$ cat src/sv/sine_cosine_of_pi_phase_defines.svh
// ----------------------------------------------------------------------------
// Assertion macros for the sine/cosine of pi phase block
// Shared concurrent assertion forms, clocked on clk_i.
// ----------------------------------------------------------------------------
`ifndef SINE_COSINE_OF_PI_PHASE_DEFINES_SVH
`define SINE_COSINE_OF_PI_PHASE_DEFINES_SVH

// Check a property only while out of reset.
`define SCP_ASSERT(name, prop, msg) \
  name: assert property (@(posedge clk_i) disable iff (!rst_ni) (prop)) else $error(msg);

// Check a property at every edge, reset included.
`define SCP_ASSERT_RST(name, prop, msg) \
  name: assert property (@(posedge clk_i) (prop)) else $error(msg);

`endif

$ cat src/sv/scp_pkg.sv
`timescale 1ns / 1ps
// ----------------------------------------------------------------------------
// scp_pkg
// Types, constants and the Q2.30 multiply shared by the sine/cosine pipeline.
// ----------------------------------------------------------------------------
package scp_pkg;

  localparam int unsigned FRAC      = 30;
  localparam int unsigned STEPS     = 6;  // cosine series terms
  localparam int unsigned SIN_STEPS = 5;  // sine series terms

  localparam logic [30:0] ONE_Q        = 31'h4000_0000;
  localparam logic [29:0] HALF_Q       = 30'h2000_0000;
  localparam logic [29:0] QUARTER_PI_Q = 30'd843314857;
  localparam logic [63:0] ONE_W        = 64'h4000_0000;

  localparam logic [7:0] SIN_DIV [SIN_STEPS] = '{8'd110, 8'd72, 8'd42, 8'd20, 8'd6};
  localparam logic [7:0] COS_DIV [STEPS] = '{8'd132, 8'd90, 8'd56, 8'd30, 8'd12, 8'd2};

  // floor(2^30 / k): quotient estimate is exact or one low
  localparam logic [29:0] SIN_RCP [SIN_STEPS] = '{
    30'(ONE_W / 64'd110), 30'(ONE_W / 64'd72), 30'(ONE_W / 64'd42),
    30'(ONE_W / 64'd20), 30'(ONE_W / 64'd6)};
  localparam logic [29:0] COS_RCP [STEPS] = '{
    30'(ONE_W / 64'd132), 30'(ONE_W / 64'd90), 30'(ONE_W / 64'd56),
    30'(ONE_W / 64'd30), 30'(ONE_W / 64'd12), 30'(ONE_W / 64'd2)};

  typedef enum logic [1:0] {
    QUAD_0 = 2'd0,
    QUAD_1 = 2'd1,
    QUAD_2 = 2'd2,
    QUAD_3 = 2'd3
  } quad_e;

  typedef struct packed {
    logic [29:0] theta;
    logic [29:0] t2;
    logic [30:0] acc_s;
    logic [30:0] acc_c;
    quad_e       quad;
    logic        flip;
  } lane_t;

  // floor(a * b / 2^30); a < 2^30 and b <= 2^30 keep the product below 2^60
  function automatic logic [29:0] mulq(input logic [29:0] a, input logic [30:0] b);
    logic [60:0] p;
    p = 61'(a) * 61'(b);
    return p[59:30];
  endfunction

endpackage

$ cat src/sv/scp_finish.sv
`timescale 1ns / 1ps
// ----------------------------------------------------------------------------
// scp_finish
// Final sine multiply, output rounding, saturation and quadrant mapping.
// ----------------------------------------------------------------------------
module scp_finish #(
  parameter int unsigned OUT_BITS = 16
) (
  input  logic                       clk_i,
  input  logic                       rst_ni,
  input  logic                       valid_i,
  input  scp_pkg::lane_t             data_i,
  output logic                       stall_o,
  output logic                       valid_o,
  output logic signed [OUT_BITS-1:0] sine_o,
  output logic signed [OUT_BITS-1:0] cosine_o,
  input  logic                       stall_i
);
  import scp_pkg::*;

  localparam int unsigned SW = OUT_BITS + FRAC;
  localparam logic [OUT_BITS-1:0] OUT_MAX = {1'b0, {(OUT_BITS-1){1'b1}}};

  typedef struct packed {
    logic [29:0] sin_q;
    logic [30:0] cos_q;
    quad_e       quad;
    logic        flip;
  } fin_t;

  logic                       v1_q, vout_q;
  logic                       rdy1, rdy2;
  fin_t                       st1_d, st1_q;
  logic [SW-1:0]              sin_sc, cos_sc;
  logic [OUT_BITS-1:0]        ss_raw, cc_raw, ss, cc, sw_s, sw_c, neg_s, neg_c;
  logic signed [OUT_BITS-1:0] sine_d, cosine_d, sine_q, cosine_q;

  assign rdy2    = !vout_q || !stall_i;
  assign rdy1    = !v1_q || rdy2;
  assign stall_o = !rdy1;

  always_comb begin
    st1_d.sin_q = mulq(data_i.theta, data_i.acc_s);
    st1_d.cos_q = data_i.acc_c;
    st1_d.quad  = data_i.quad;
    st1_d.flip  = data_i.flip;
  end

  // round half up to OUT_BITS, then clip at full scale
  assign sin_sc = (SW'(st1_q.sin_q) << (OUT_BITS - 1)) + SW'(HALF_Q);
  assign cos_sc = (SW'(st1_q.cos_q) << (OUT_BITS - 1)) + SW'(HALF_Q);
  assign ss_raw = sin_sc[SW-1:FRAC];
  assign cc_raw = cos_sc[SW-1:FRAC];
  assign ss     = (ss_raw > OUT_MAX) ? OUT_MAX : ss_raw;
  assign cc     = (cc_raw > OUT_MAX) ? OUT_MAX : cc_raw;

  // swap back angles folded past a quarter
  assign sw_s  = st1_q.flip ? cc : ss;
  assign sw_c  = st1_q.flip ? ss : cc;
  assign neg_s = -sw_s;
  assign neg_c = -sw_c;

  always_comb begin
    case (st1_q.quad)
      QUAD_0: begin
        sine_d   = sw_s;
        cosine_d = sw_c;
      end
      QUAD_1: begin
        sine_d   = sw_c;
        cosine_d = neg_s;
      end
      QUAD_2: begin
        sine_d   = neg_s;
        cosine_d = neg_c;
      end
      QUAD_3: begin
        sine_d   = neg_c;
        cosine_d = sw_s;
      end
      default: begin
        sine_d   = '0;
        cosine_d = '0;
      end
    endcase
  end

  always_ff @(posedge clk_i or negedge rst_ni) begin
    if (!rst_ni) begin
      v1_q   <= 1'b0;
      vout_q <= 1'b0;
    end else begin
      if (rdy1) v1_q   <= valid_i;
      if (rdy2) vout_q <= v1_q;
    end
  end

  always_ff @(posedge clk_i) begin
    if (rdy1 && valid_i) st1_q <= st1_d;
    if (rdy2 && v1_q) begin
      sine_q   <= sine_d;
      cosine_q <= cosine_d;
    end
  end

  assign valid_o  = vout_q;
  assign sine_o   = sine_q;
  assign cosine_o = cosine_q;

endmodule

$ cat config.mk
export PLATFORM = sky130hd
export DESIGN_NAME = scp_finish
export DESIGN_NICKNAME = d
export VERILOG_FILES = /design/src/sv/sine_cosine_of_pi_phase_defines.svh /design/src/sv/scp_pkg.sv /design/src/sv/scp_finish.sv
export SDC_FILE = /design/constraint.sdc
export NUM_CORES = 2
export LEC_CHECK = 0
export BUFFER_PORTS_ARGS = -buffer_cell sky130_fd_sc_hd__buf_2
export CAP_MARGIN = 20
export CORE_MARGIN = 1
export CORE_UTILIZATION = 30
export DETAILED_ROUTE_END_ITERATION = 8
export PLACE_DENSITY = 0.56
export SLEW_MARGIN = 40
export SYNTH_ARGS = -nofsm -noshare
export SYNTH_HDL_FRONTEND = slang
export SYNTH_SLANG_ARGS = --single-unit
$ cat constraint.sdc
create_clock -name clk_i -period 4.1 [get_ports clk_i]
set_input_delay 0.41 -clock clk_i [delete_from_list [all_inputs] [get_ports clk_i]]
set_output_delay 0.41 -clock clk_i [all_outputs]
set_load 0.02 [all_outputs]
==> flow_summary.toml <==
[logic_synthesis]
netlist_instances = 3671
synthAdderAreaFrac_pct = 56.67
synth_warnings = 0
synth.area.top_cells = "fa_1, and2_1, inv_1"
synth_top_family_by_area = "adder cells"
synth-xor-area-share_pct = 1.733
syn_nets = 4850
synth-async-reset-ratio_pct = 2.857
ys_seq_area_share_pct = 6.178
synth_cell_types = 88
avgSynthCellArea_um2 = 9.224
yosysMostFrequentCell = "inv_1"
ys_ff_latch = 70
yosys_most_used_dff = "edfxtp_1"
synth_compound_area_share_pct = 4.601
synth-edff-count = 68
synth_common_cells = "inv_1, fa_1, and2_1"
yosysTopAreaCell = "fa_1"
synth_simple_gate_area_share_pct = 18.40
synthMuxAreaShare_pct = 0.6134
synth_area_mm2 = 0.03386
yosysTopAreaCellShare_pct = 47.65

[sta]
rsz0062_at_grt = "yes"
slew_headroom_pct = 47.04
finalCritPeriodShare_pct = 176.8
clock_skew_ps = 7.441
setup_tns_ps = -48500
setup_viol = 16
tightest_slew_ps = 793.5
min_period_ps = 7251
clock.fmax_mhz = 137.9
finalMaxSlewViolations = 0
setup_slack_ps = -3151
finalHoldViolations = 0

[global_route]
grt_pass1_wl_um = 154500
overflow = 0
antenna_found_initial = 4
grt_pass1_vias = 27560
grtUsageTotal_pct = 17.46
grt_max_degree = 51

[min_path]
min_from = "data_i[17]"
min_path_type = "in2reg"

[clock_tree]
path_clk_slew_ps = 60
clk_latency_ps = 340
clock_sinks = 70
cts_buffer_depth = 2
cts_buffers = 9
root_buffer = "clkbuf_16"
htree_levels = 3
tritoncts = "done"

[placement]
dpl.hpwl_um = 84350
portBuffers = 118
dp_slack_ps = -3863
place_congestion = 0.8742

[detailed_routing]
drt-wirelength-per-cell_um = 17.79
viasPerCell = 4.604
route.antenna.remaining_nets = 0
drc = 0
first_iter_violations = 1276
vias = 24880
totalWireLength_um = 96170
firstDrtPassIters = 5

[worst_setup_path]
rr_startpoint = "st1_q[18]"
slowest_delay_ps = 530
setup.worst_path.end_class = "flop"
critPathRequiredTime_ps = 4280
critical_path_arrival_ps = 7430
cp-start-kind = "input pin"
worstSetupStartpoint = "data_i[100]"
path_class = "in2reg"
crit_fanout = 7
slowest_stage = "fa_2"
path_common_cell = "fa_1"

[floorplanning]
ioPinCount = 163
fp.dieH_um = 338.0
start_util_pct = 30.43
row_count = 122
core-area_mm2 = 0.1113
die_w_um = 338.0
dieArea_mm2 = 0.1142

[flow_run]
drv_cap = 0

[outcome]
violations = "setup timing"
status = "finished with violations"

[cells_and_area]
multi_input_area_mm2 = 0.02829
final_nets = 5090
area_growth_pct = 16.36
drive_gt1_share_pct = 15.02
fillers = 11350
regArea_mm2 = 0.002092
-- layout by cell type (no fill, tap or decap), types with 25 or more instances in the layout --
cell      count
xnor2_1      37
nand3_1      30
buf_6        37
xor2_1       26
edfxtp_1     68
nor2_1       40
nand2_1     450
inv_1       842
ha_1        235
o21ai_0      37
fa_1        781
and2_1      524
a21oi_1      54
buf_4       291
fa_2         25
buf_2        77
-- metrics by stage --
stage                     utilization, %  std cells  hold WS (ps)  instance area, um2
after floorplan                        -       3671         114.4               34240
after global routing               35.41       5405         224.1               39400
after global placement             34.30       5365         194.9               38170
after CTS                          35.26       5402         227.4               39240
after detailed placement           34.32       5366         198.4               38190
final                              35.41       5405         238.6               39400
-- registers in the layout, indices dropped and copies added (netlist names) --
name      count
sine_o       16
v1_q          1
valid_o       1
st1_q        36
cosine_o     16
-- logic make-up (layout without fill, tap and decap cells) --
| group | count (synthesis) | count (layout) |
|---|---|---|
| muxes | 20 | 20 |
| and+or+nand+nor | 1178 | 1178 |
| DFF | 70 | 70 |
| other | 0 | 1 |
| adders and majority gates | 1050 | 1050 |
| AOI/OAI and AO/OA | 224 | 224 |
| buffers and inverters | 1062 | 1307 |
| xor gates and xnor gates | 67 | 67 |
-- per-layer routing --
metal,track usage (%),up-vias,part of all wire (%)
met5,0,-,0.032
met4,4.284,4,2.7
met3,2.019,105,4.8
met2,29.59,579,48
met1,23.65,12860,44
li1,-,11330,-
-- area by class of cell --
cell class                      count  area share, %
Inverter                          855          8.145
Antenna cell                        1       0.006351
Clock buffer                        9         0.5716
Timing Repair Buffer              436          9.181
Clock inverter                      7         0.2477
Multi-Input combinational cell   2539          71.81
Tap cell                         1488          4.725
Sequential cell                    70          5.310
-- worst max-delay path, delay by kind of cell --
| kind | cells | cell delay [ps] |
|---|---|---|
| AO/OA/AOI/OAI | 7 | 1270 |
| adder cells (fa/ha/maj) | 9 | 4290 |
| buffers and inverters | 10 | 1020 |
| AND/OR/NAND/NOR | 3 | 440 |
-- path summary, 6_finish.rpt --
check / to / slack, ps / cells past startpoint
setup / recovery: st1_q[48] / -3150 / 29
hold / removal: st1_q[17] / 240 / 1
setup reg to reg: sine_o[14] / 260 / 11
hold reg to reg: valid_o / 480 / 1
max in group asynchronous: v1_q / 3620 / 2
min in group asynchronous: valid_o / 390 / 2
-- repair_timing --
action                     4_1_cts  5_1_grt
setup buffers                   16        3
pin swaps                       57       27
setup endpoints to repair       16       16
cloned                           5        0
hold buffers                     1        0
hold endpoints to repair         2        0
resized for setup              137       32
Power is not shown: default switching activity piles up to over one toggle a cycle in this logic, so the estimate is an artifact.
