--- config.mk ---
export PLATFORM = sky130hd
export DESIGN_NAME = scp_reduce
export DESIGN_NICKNAME = d
export VERILOG_FILES = /design/src/sv/sine_cosine_of_pi_phase_defines.svh /design/src/sv/scp_pkg.sv /design/src/sv/scp_reduce.sv
export SDC_FILE = /design/constraint.sdc
export NUM_CORES = 2
export LEC_CHECK = 0
export ABC_AREA = 1
export BUFFER_PORTS_ARGS = -buffer_cell sky130_fd_sc_hd__buf_2
export CORE_UTILIZATION = 50
export CTS_CLUSTER_SIZE = 12
export DETAILED_ROUTE_END_ITERATION = 12
export PLACE_DENSITY = 0.66
export REMOVE_ABC_BUFFERS = 1
export SYNTH_ARGS = -nofsm -noshare
export SYNTH_HDL_FRONTEND = slang
export SYNTH_SLANG_ARGS = --single-unit
--- constraint.sdc ---
create_clock -name clk_i -period 11.91 [get_ports clk_i]
set_clock_uncertainty 0.15 [all_clocks]
set_input_delay 1.7865 -clock clk_i [delete_from_list [all_inputs] [get_ports clk_i]]
set_output_delay 1.7865 -clock clk_i [all_outputs]
set_load 0.01 [all_outputs]
--- src/sv/sine_cosine_of_pi_phase_defines.svh ---
// ----------------------------------------------------------------------------
// Assertion macros for the sine/cosine of pi phase block
// Shared concurrent assertion forms, clocked on clk_i.
// ----------------------------------------------------------------------------
`ifndef SINE_COSINE_OF_PI_PHASE_DEFINES_SVH
`define SINE_COSINE_OF_PI_PHASE_DEFINES_SVH

// Check a property only while out of reset.
`define SCP_ASSERT(name, prop, msg) \
  name: assert property (@(posedge clk_i) disable iff (!rst_ni) (prop)) else $error(msg);

// Check a property at every edge, reset included.
`define SCP_ASSERT_RST(name, prop, msg) \
  name: assert property (@(posedge clk_i) (prop)) else $error(msg);

`endif

--- src/sv/scp_pkg.sv ---
`timescale 1ns / 1ps
// ----------------------------------------------------------------------------
// scp_pkg
// Types, constants and the Q2.30 multiply shared by the sine/cosine pipeline.
// ----------------------------------------------------------------------------
package scp_pkg;

  localparam int unsigned FRAC      = 30;
  localparam int unsigned STEPS     = 6;  // cosine series terms
  localparam int unsigned SIN_STEPS = 5;  // sine series terms

  localparam logic [30:0] ONE_Q        = 31'h4000_0000;
  localparam logic [29:0] HALF_Q       = 30'h2000_0000;
  localparam logic [29:0] QUARTER_PI_Q = 30'd843314857;
  localparam logic [63:0] ONE_W        = 64'h4000_0000;

  localparam logic [7:0] SIN_DIV [SIN_STEPS] = '{8'd110, 8'd72, 8'd42, 8'd20, 8'd6};
  localparam logic [7:0] COS_DIV [STEPS] = '{8'd132, 8'd90, 8'd56, 8'd30, 8'd12, 8'd2};

  // floor(2^30 / k): quotient estimate is exact or one low
  localparam logic [29:0] SIN_RCP [SIN_STEPS] = '{
    30'(ONE_W / 64'd110), 30'(ONE_W / 64'd72), 30'(ONE_W / 64'd42),
    30'(ONE_W / 64'd20), 30'(ONE_W / 64'd6)};
  localparam logic [29:0] COS_RCP [STEPS] = '{
    30'(ONE_W / 64'd132), 30'(ONE_W / 64'd90), 30'(ONE_W / 64'd56),
    30'(ONE_W / 64'd30), 30'(ONE_W / 64'd12), 30'(ONE_W / 64'd2)};

  typedef enum logic [1:0] {
    QUAD_0 = 2'd0,
    QUAD_1 = 2'd1,
    QUAD_2 = 2'd2,
    QUAD_3 = 2'd3
  } quad_e;

  typedef struct packed {
    logic [29:0] theta;
    logic [29:0] t2;
    logic [30:0] acc_s;
    logic [30:0] acc_c;
    quad_e       quad;
    logic        flip;
  } lane_t;

  // floor(a * b / 2^30); a < 2^30 and b <= 2^30 keep the product below 2^60
  function automatic logic [29:0] mulq(input logic [29:0] a, input logic [30:0] b);
    logic [60:0] p;
    p = 61'(a) * 61'(b);
    return p[59:30];
  endfunction

endpackage

--- src/sv/scp_reduce.sv ---
`timescale 1ns / 1ps
// ----------------------------------------------------------------------------
// scp_reduce
// Phase fold into [0, pi/4], scale to radians and square; three stages.
// ----------------------------------------------------------------------------
module scp_reduce #(
  parameter int unsigned PHASE_BITS = 32
) (
  input  logic                  clk_i,
  input  logic                  rst_ni,
  input  logic                  valid_i,
  input  logic [PHASE_BITS-1:0] phase_i,
  output logic                  stall_o,
  output logic                  valid_o,
  output scp_pkg::lane_t        data_o,
  input  logic                  stall_i
);
  import scp_pkg::*;

  localparam int unsigned ZW = PHASE_BITS - 2;
  localparam logic [ZW-1:0] QUARTER = ZW'(1) << (PHASE_BITS - 3);

  typedef struct packed {
    logic [30:0] u;
    quad_e       quad;
    logic        flip;
  } fold_t;

  typedef struct packed {
    logic [29:0] theta;
    quad_e       quad;
    logic        flip;
  } ang_t;

  logic    v1_q, v2_q, v3_q;
  logic    rdy1, rdy2, rdy3;
  fold_t   st1_d, st1_q;
  ang_t    st2_d, st2_q;
  lane_t   st3_d, st3_q;
  logic [ZW-1:0] r, z;
  logic [30:0]   u;
  logic [60:0]   th_prod;

  assign rdy3    = !v3_q || !stall_i;
  assign rdy2    = !v2_q || rdy3;
  assign rdy1    = !v1_q || rdy2;
  assign stall_o = !rdy1;

  // fold the remainder above a quarter back toward zero
  assign r = phase_i[ZW-1:0];
  assign z = (r > QUARTER) ? (ZW'(0) - r) : r;

  if (PHASE_BITS <= 33) begin : g_up
    assign u = 31'(z) << (33 - PHASE_BITS);
  end else begin : g_dn
    assign u = 31'(z >> (PHASE_BITS - 33));
  end

  always_comb begin
    st1_d.u    = u;
    st1_d.quad = quad_e'(phase_i[PHASE_BITS-1:PHASE_BITS-2]);
    st1_d.flip = r > QUARTER;
  end

  // theta = round(u * pi/4)
  assign th_prod = 61'(st1_q.u) * 61'(QUARTER_PI_Q) + 61'(HALF_Q);

  always_comb begin
    st2_d.theta = th_prod[59:30];
    st2_d.quad  = st1_q.quad;
    st2_d.flip  = st1_q.flip;
  end

  always_comb begin
    st3_d.theta = st2_q.theta;
    st3_d.t2    = mulq(st2_q.theta, {1'b0, st2_q.theta});
    st3_d.acc_s = ONE_Q;
    st3_d.acc_c = ONE_Q;
    st3_d.quad  = st2_q.quad;
    st3_d.flip  = st2_q.flip;
  end

  always_ff @(posedge clk_i or negedge rst_ni) begin
    if (!rst_ni) begin
      v1_q <= 1'b0;
      v2_q <= 1'b0;
      v3_q <= 1'b0;
    end else begin
      if (rdy1) v1_q <= valid_i;
      if (rdy2) v2_q <= v1_q;
      if (rdy3) v3_q <= v2_q;
    end
  end

  always_ff @(posedge clk_i) begin
    if (rdy1 && valid_i) st1_q <= st1_d;
    if (rdy2 && v1_q)    st2_q <= st2_d;
    if (rdy3 && v2_q)    st3_q <= st3_d;
  end

  assign valid_o = v3_q;
  assign data_o  = st3_q;

endmodule

==> results.toml <==
[synthesis]
post_synth_inst_count = 5746
synth_seq_area_share = 0.0809
syn_area_per_cell_sq_um = 8.49
syn-cell-area_sq_um = 48800
yosysWarningCount = 0
synth-seq-cells = 132
synth_cell_types = 50

[clock_network]
post_cts_hold_buffer_count = 0
postCtsSetupRepairBufs = 0
total_number_of_clock_tree_sinks = 132
cts_inserted_buffers = 17
htreeDepth = 4
number_of_instances_resized_during_post_cts_repair = 0
clk_path_buf_depth = 2
clock_insertion_delay_worst_skew_ns = 0.54
clk_transition_reported_paths_ns = 0.07
cts_root_buffer = "sky130_fd_sc_hd__clkbuf_16"
cts_tree = "done"

[global_routing]
grt.total_usage = 0.269
grt_first_pass_wirelength_microns = 205000
initial_antenna_violation_count = 0
grt_start_max_net_pins = 64
vias_in_the_first_global_route = 38700
overflow = 0

[placed_design]
place_congestion = 0.961
io_buffer_count = 100
dp_hpwl_microns = 106000

[sta]
actual_slew_at_the_worst_max_slew_pin_ns = 1.06
setup_total_negative_slack_ns = 0
timing.slew.headroom = 0.294
grt_setup_unrepaired = "no"
final_min_period_over_clock_period = 0.677
period_needed_ns = 8.07
max_freq_mhz = 124
final_hold_viol_count = 0
setup_violations = 0
report.final.slew_viol_count = 0

[floorplan]
die_h_microns = 314
initial_util = 0.505
floorplan.io_pins = 163
die_area_sq_um = 98900
fp-row-count = 114
die_width_microns = 314
core_area_sq_um = 96700

[finish]
syn2layout_area_growth_pct = 4.89
mostFrequentLayoutCells = "sky130_fd_sc_hd__inv_1, sky130_fd_sc_hd__nand2_1, sky130_fd_sc_hd__fa_1"
finalNetCount = 7466
layout.cells.most_common = "sky130_fd_sc_hd__inv_1"
multiInputGateArea_sq_um = 37000
final-seq-area_sq_um = 3950
drive_gt1_frac = 0.0444
nFillCells = 9256

[setup_path]
worstReg2RegEnd = "data_o[72]"
worstReg2RegStart = "st2_q[19]"
setup.worst_path.class = "flop to flop"
r2r_setup_slack_ns = 3.84
cp_data_arrival_time_ns = 8.24
critical_path.max_fanout = 23
cp.required_ns = 12.08
worst_r2r_path_cells = 22
critPathCaptureType = "flop"
cp-start-kind = "flop"

[outcome]
run_status = "completed"

[worst_hold_path]
min-delay-path-class = "flop to flop"
hold_path_depth = 0
timing.hold.worst.start = "st1_q[1]"
min_delay_worst_endpoint = "st2_q[1]"

[job]
drv_cap = 0

[route]
postRouteAntennaNets = 0
detail_route.vias_per_cell = 4.98
firstDrtPassIters = 5
post-route-drc-count = 0
wire_per_inst_microns = 17.4
count_of_vias_placed_by_the_detailed_router = 35400
finalWirelength_microns = 123000
drt_iter0_markers = 2107
==> kinds of logic after synthesis <==
family          count (synthesis)  share of synthesized area
buf+inv                      2082                      0.165
compound gates                249                     0.0285
other cells                     2                   0.000154
flops                         132                     0.0809
simple gates                 1548                      0.132
xor+xnor                      105                     0.0188
fa+ha+maj                    1628                      0.575
==> flip-flops by register name (all words and copies together), names as in the netlist <==
| signal | flops |
|---|---|
| data_o | 63 |
| st1_q | 33 |
| st2_q | 33 |
| v1_q | 1 |
| v2_q | 1 |
| valid_o | 1 |
==> worst max path at each step <==
| stage | to | slack (ns) | from |
|---|---|---|---|
| final | data_o[72] | 3.84 | st2_q[19] |
| after global routing | data_o[92] | 3.49 | st2_q[19] |
| after CTS | data_o[90] | 3.96 | st2_q[19] |
| after detailed placement | data_o[90] | 4.00 | st2_q[17] |
| after global placement | data_o[76] | 3.99 | st2_q[17] |
| after floorplan | data_o[87] | 4.81 | st2_q[10] |
==> Yosys cell counts (all sizes together) <==
cell type  count  area [sq um]
nand4         41           257
a21oi        125           626
o21a           4          30.0
inv         1925          7230
xnor2         39           342
a21o          17           128
ha           605          7570
or2            8          50.1
a41oi          1          8.76
dfrtp          3          75.1
edfxtp       129          3870
and3           1          6.26
buf           79           533
nor2         247          1060
nand3b         7          56.3
nor3b          1          7.51
or3            1          6.26
o211ai         2          15.0
nor3          26           168
a31oi         16           100
fa          1023         20500
conb           2          7.51
a221oi         1          8.76
clkinv         2          7.51
o21ai         60           300
nand2       1104          4210
xor2          66           578
a211oi         1          7.51
and2           3          18.8
o31ai          2          15.0
a21boi         2          15.0
o21bai        16           120
o2bb2ai        1          8.76
nand3         99           521
clkbuf        76           285
o2111ai        1          8.76
nor4          10          68.8
==> worst max-delay path, cell delays in order, from the launching register on <==
cell	delay (ns)
sky130_fd_sc_hd__edfxtp_1	0.68
sky130_fd_sc_hd__buf_4	0.42
sky130_fd_sc_hd__nand2_1	0.18
sky130_fd_sc_hd__fa_1	0.55
sky130_fd_sc_hd__inv_1	0.08
sky130_fd_sc_hd__ha_1	0.29
sky130_fd_sc_hd__a21o_1	0.20
sky130_fd_sc_hd__fa_1	0.50
sky130_fd_sc_hd__inv_1	0.05
sky130_fd_sc_hd__fa_1	0.52
sky130_fd_sc_hd__fa_1	0.58
sky130_fd_sc_hd__fa_1	0.43
sky130_fd_sc_hd__fa_1	0.49
sky130_fd_sc_hd__inv_1	0.06
sky130_fd_sc_hd__fa_1	0.45
sky130_fd_sc_hd__ha_1	0.38
sky130_fd_sc_hd__nand2_1	0.12
sky130_fd_sc_hd__nor2_1	0.27
sky130_fd_sc_hd__nand2_1	0.11
sky130_fd_sc_hd__o21ai_0	0.49
sky130_fd_sc_hd__a21oi_1	0.24
sky130_fd_sc_hd__o31ai_1	0.35
sky130_fd_sc_hd__xor2_1	0.26
==> cell type report <==
cell class	instances	area share
Clock inverter	14	0.00376
Inverter	1927	0.141
Sequential cell	132	0.0771
Multi-Input combinational cell	3592	0.724
Antenna cell	1	0.0000489
Clock buffer	18	0.00838
Timing Repair Buffer	132	0.0145
Tap cell	1276	0.0312
==> per-stage QoR <==
| stage | utilization | hold WS (ns) | instance area [sq um] | setup slack [ns] | cells |
|---|---|---|---|---|---|
| floorplan | - | 0.250 | 48200 | 4.81 | 5651 |
| global route | 0.529 | 0.283 | 51200 | 3.49 | 7091 |
| global placement | 0.523 | 0.252 | 50600 | 3.99 | 7059 |
| finish | 0.529 | 0.270 | 51200 | 3.84 | 7092 |
| CTS | 0.529 | 0.271 | 51200 | 3.96 | 7091 |
| detailed placement | 0.523 | 0.255 | 50600 | 4.00 | 7059 |
==> routing by layer <==
layer,routed length [microns],vias up,GRT usage
met2,59600,892,0.455
met3,6160,171,0.0296
met5,0,-,0
li1,-,16600,-
met1,54200,17700,0.363
met4,3360,0,0.0841
Power is left out: the tool's default activity adds up to more than one toggle a clock period on the data nets, which glitch-free logic cannot reach.
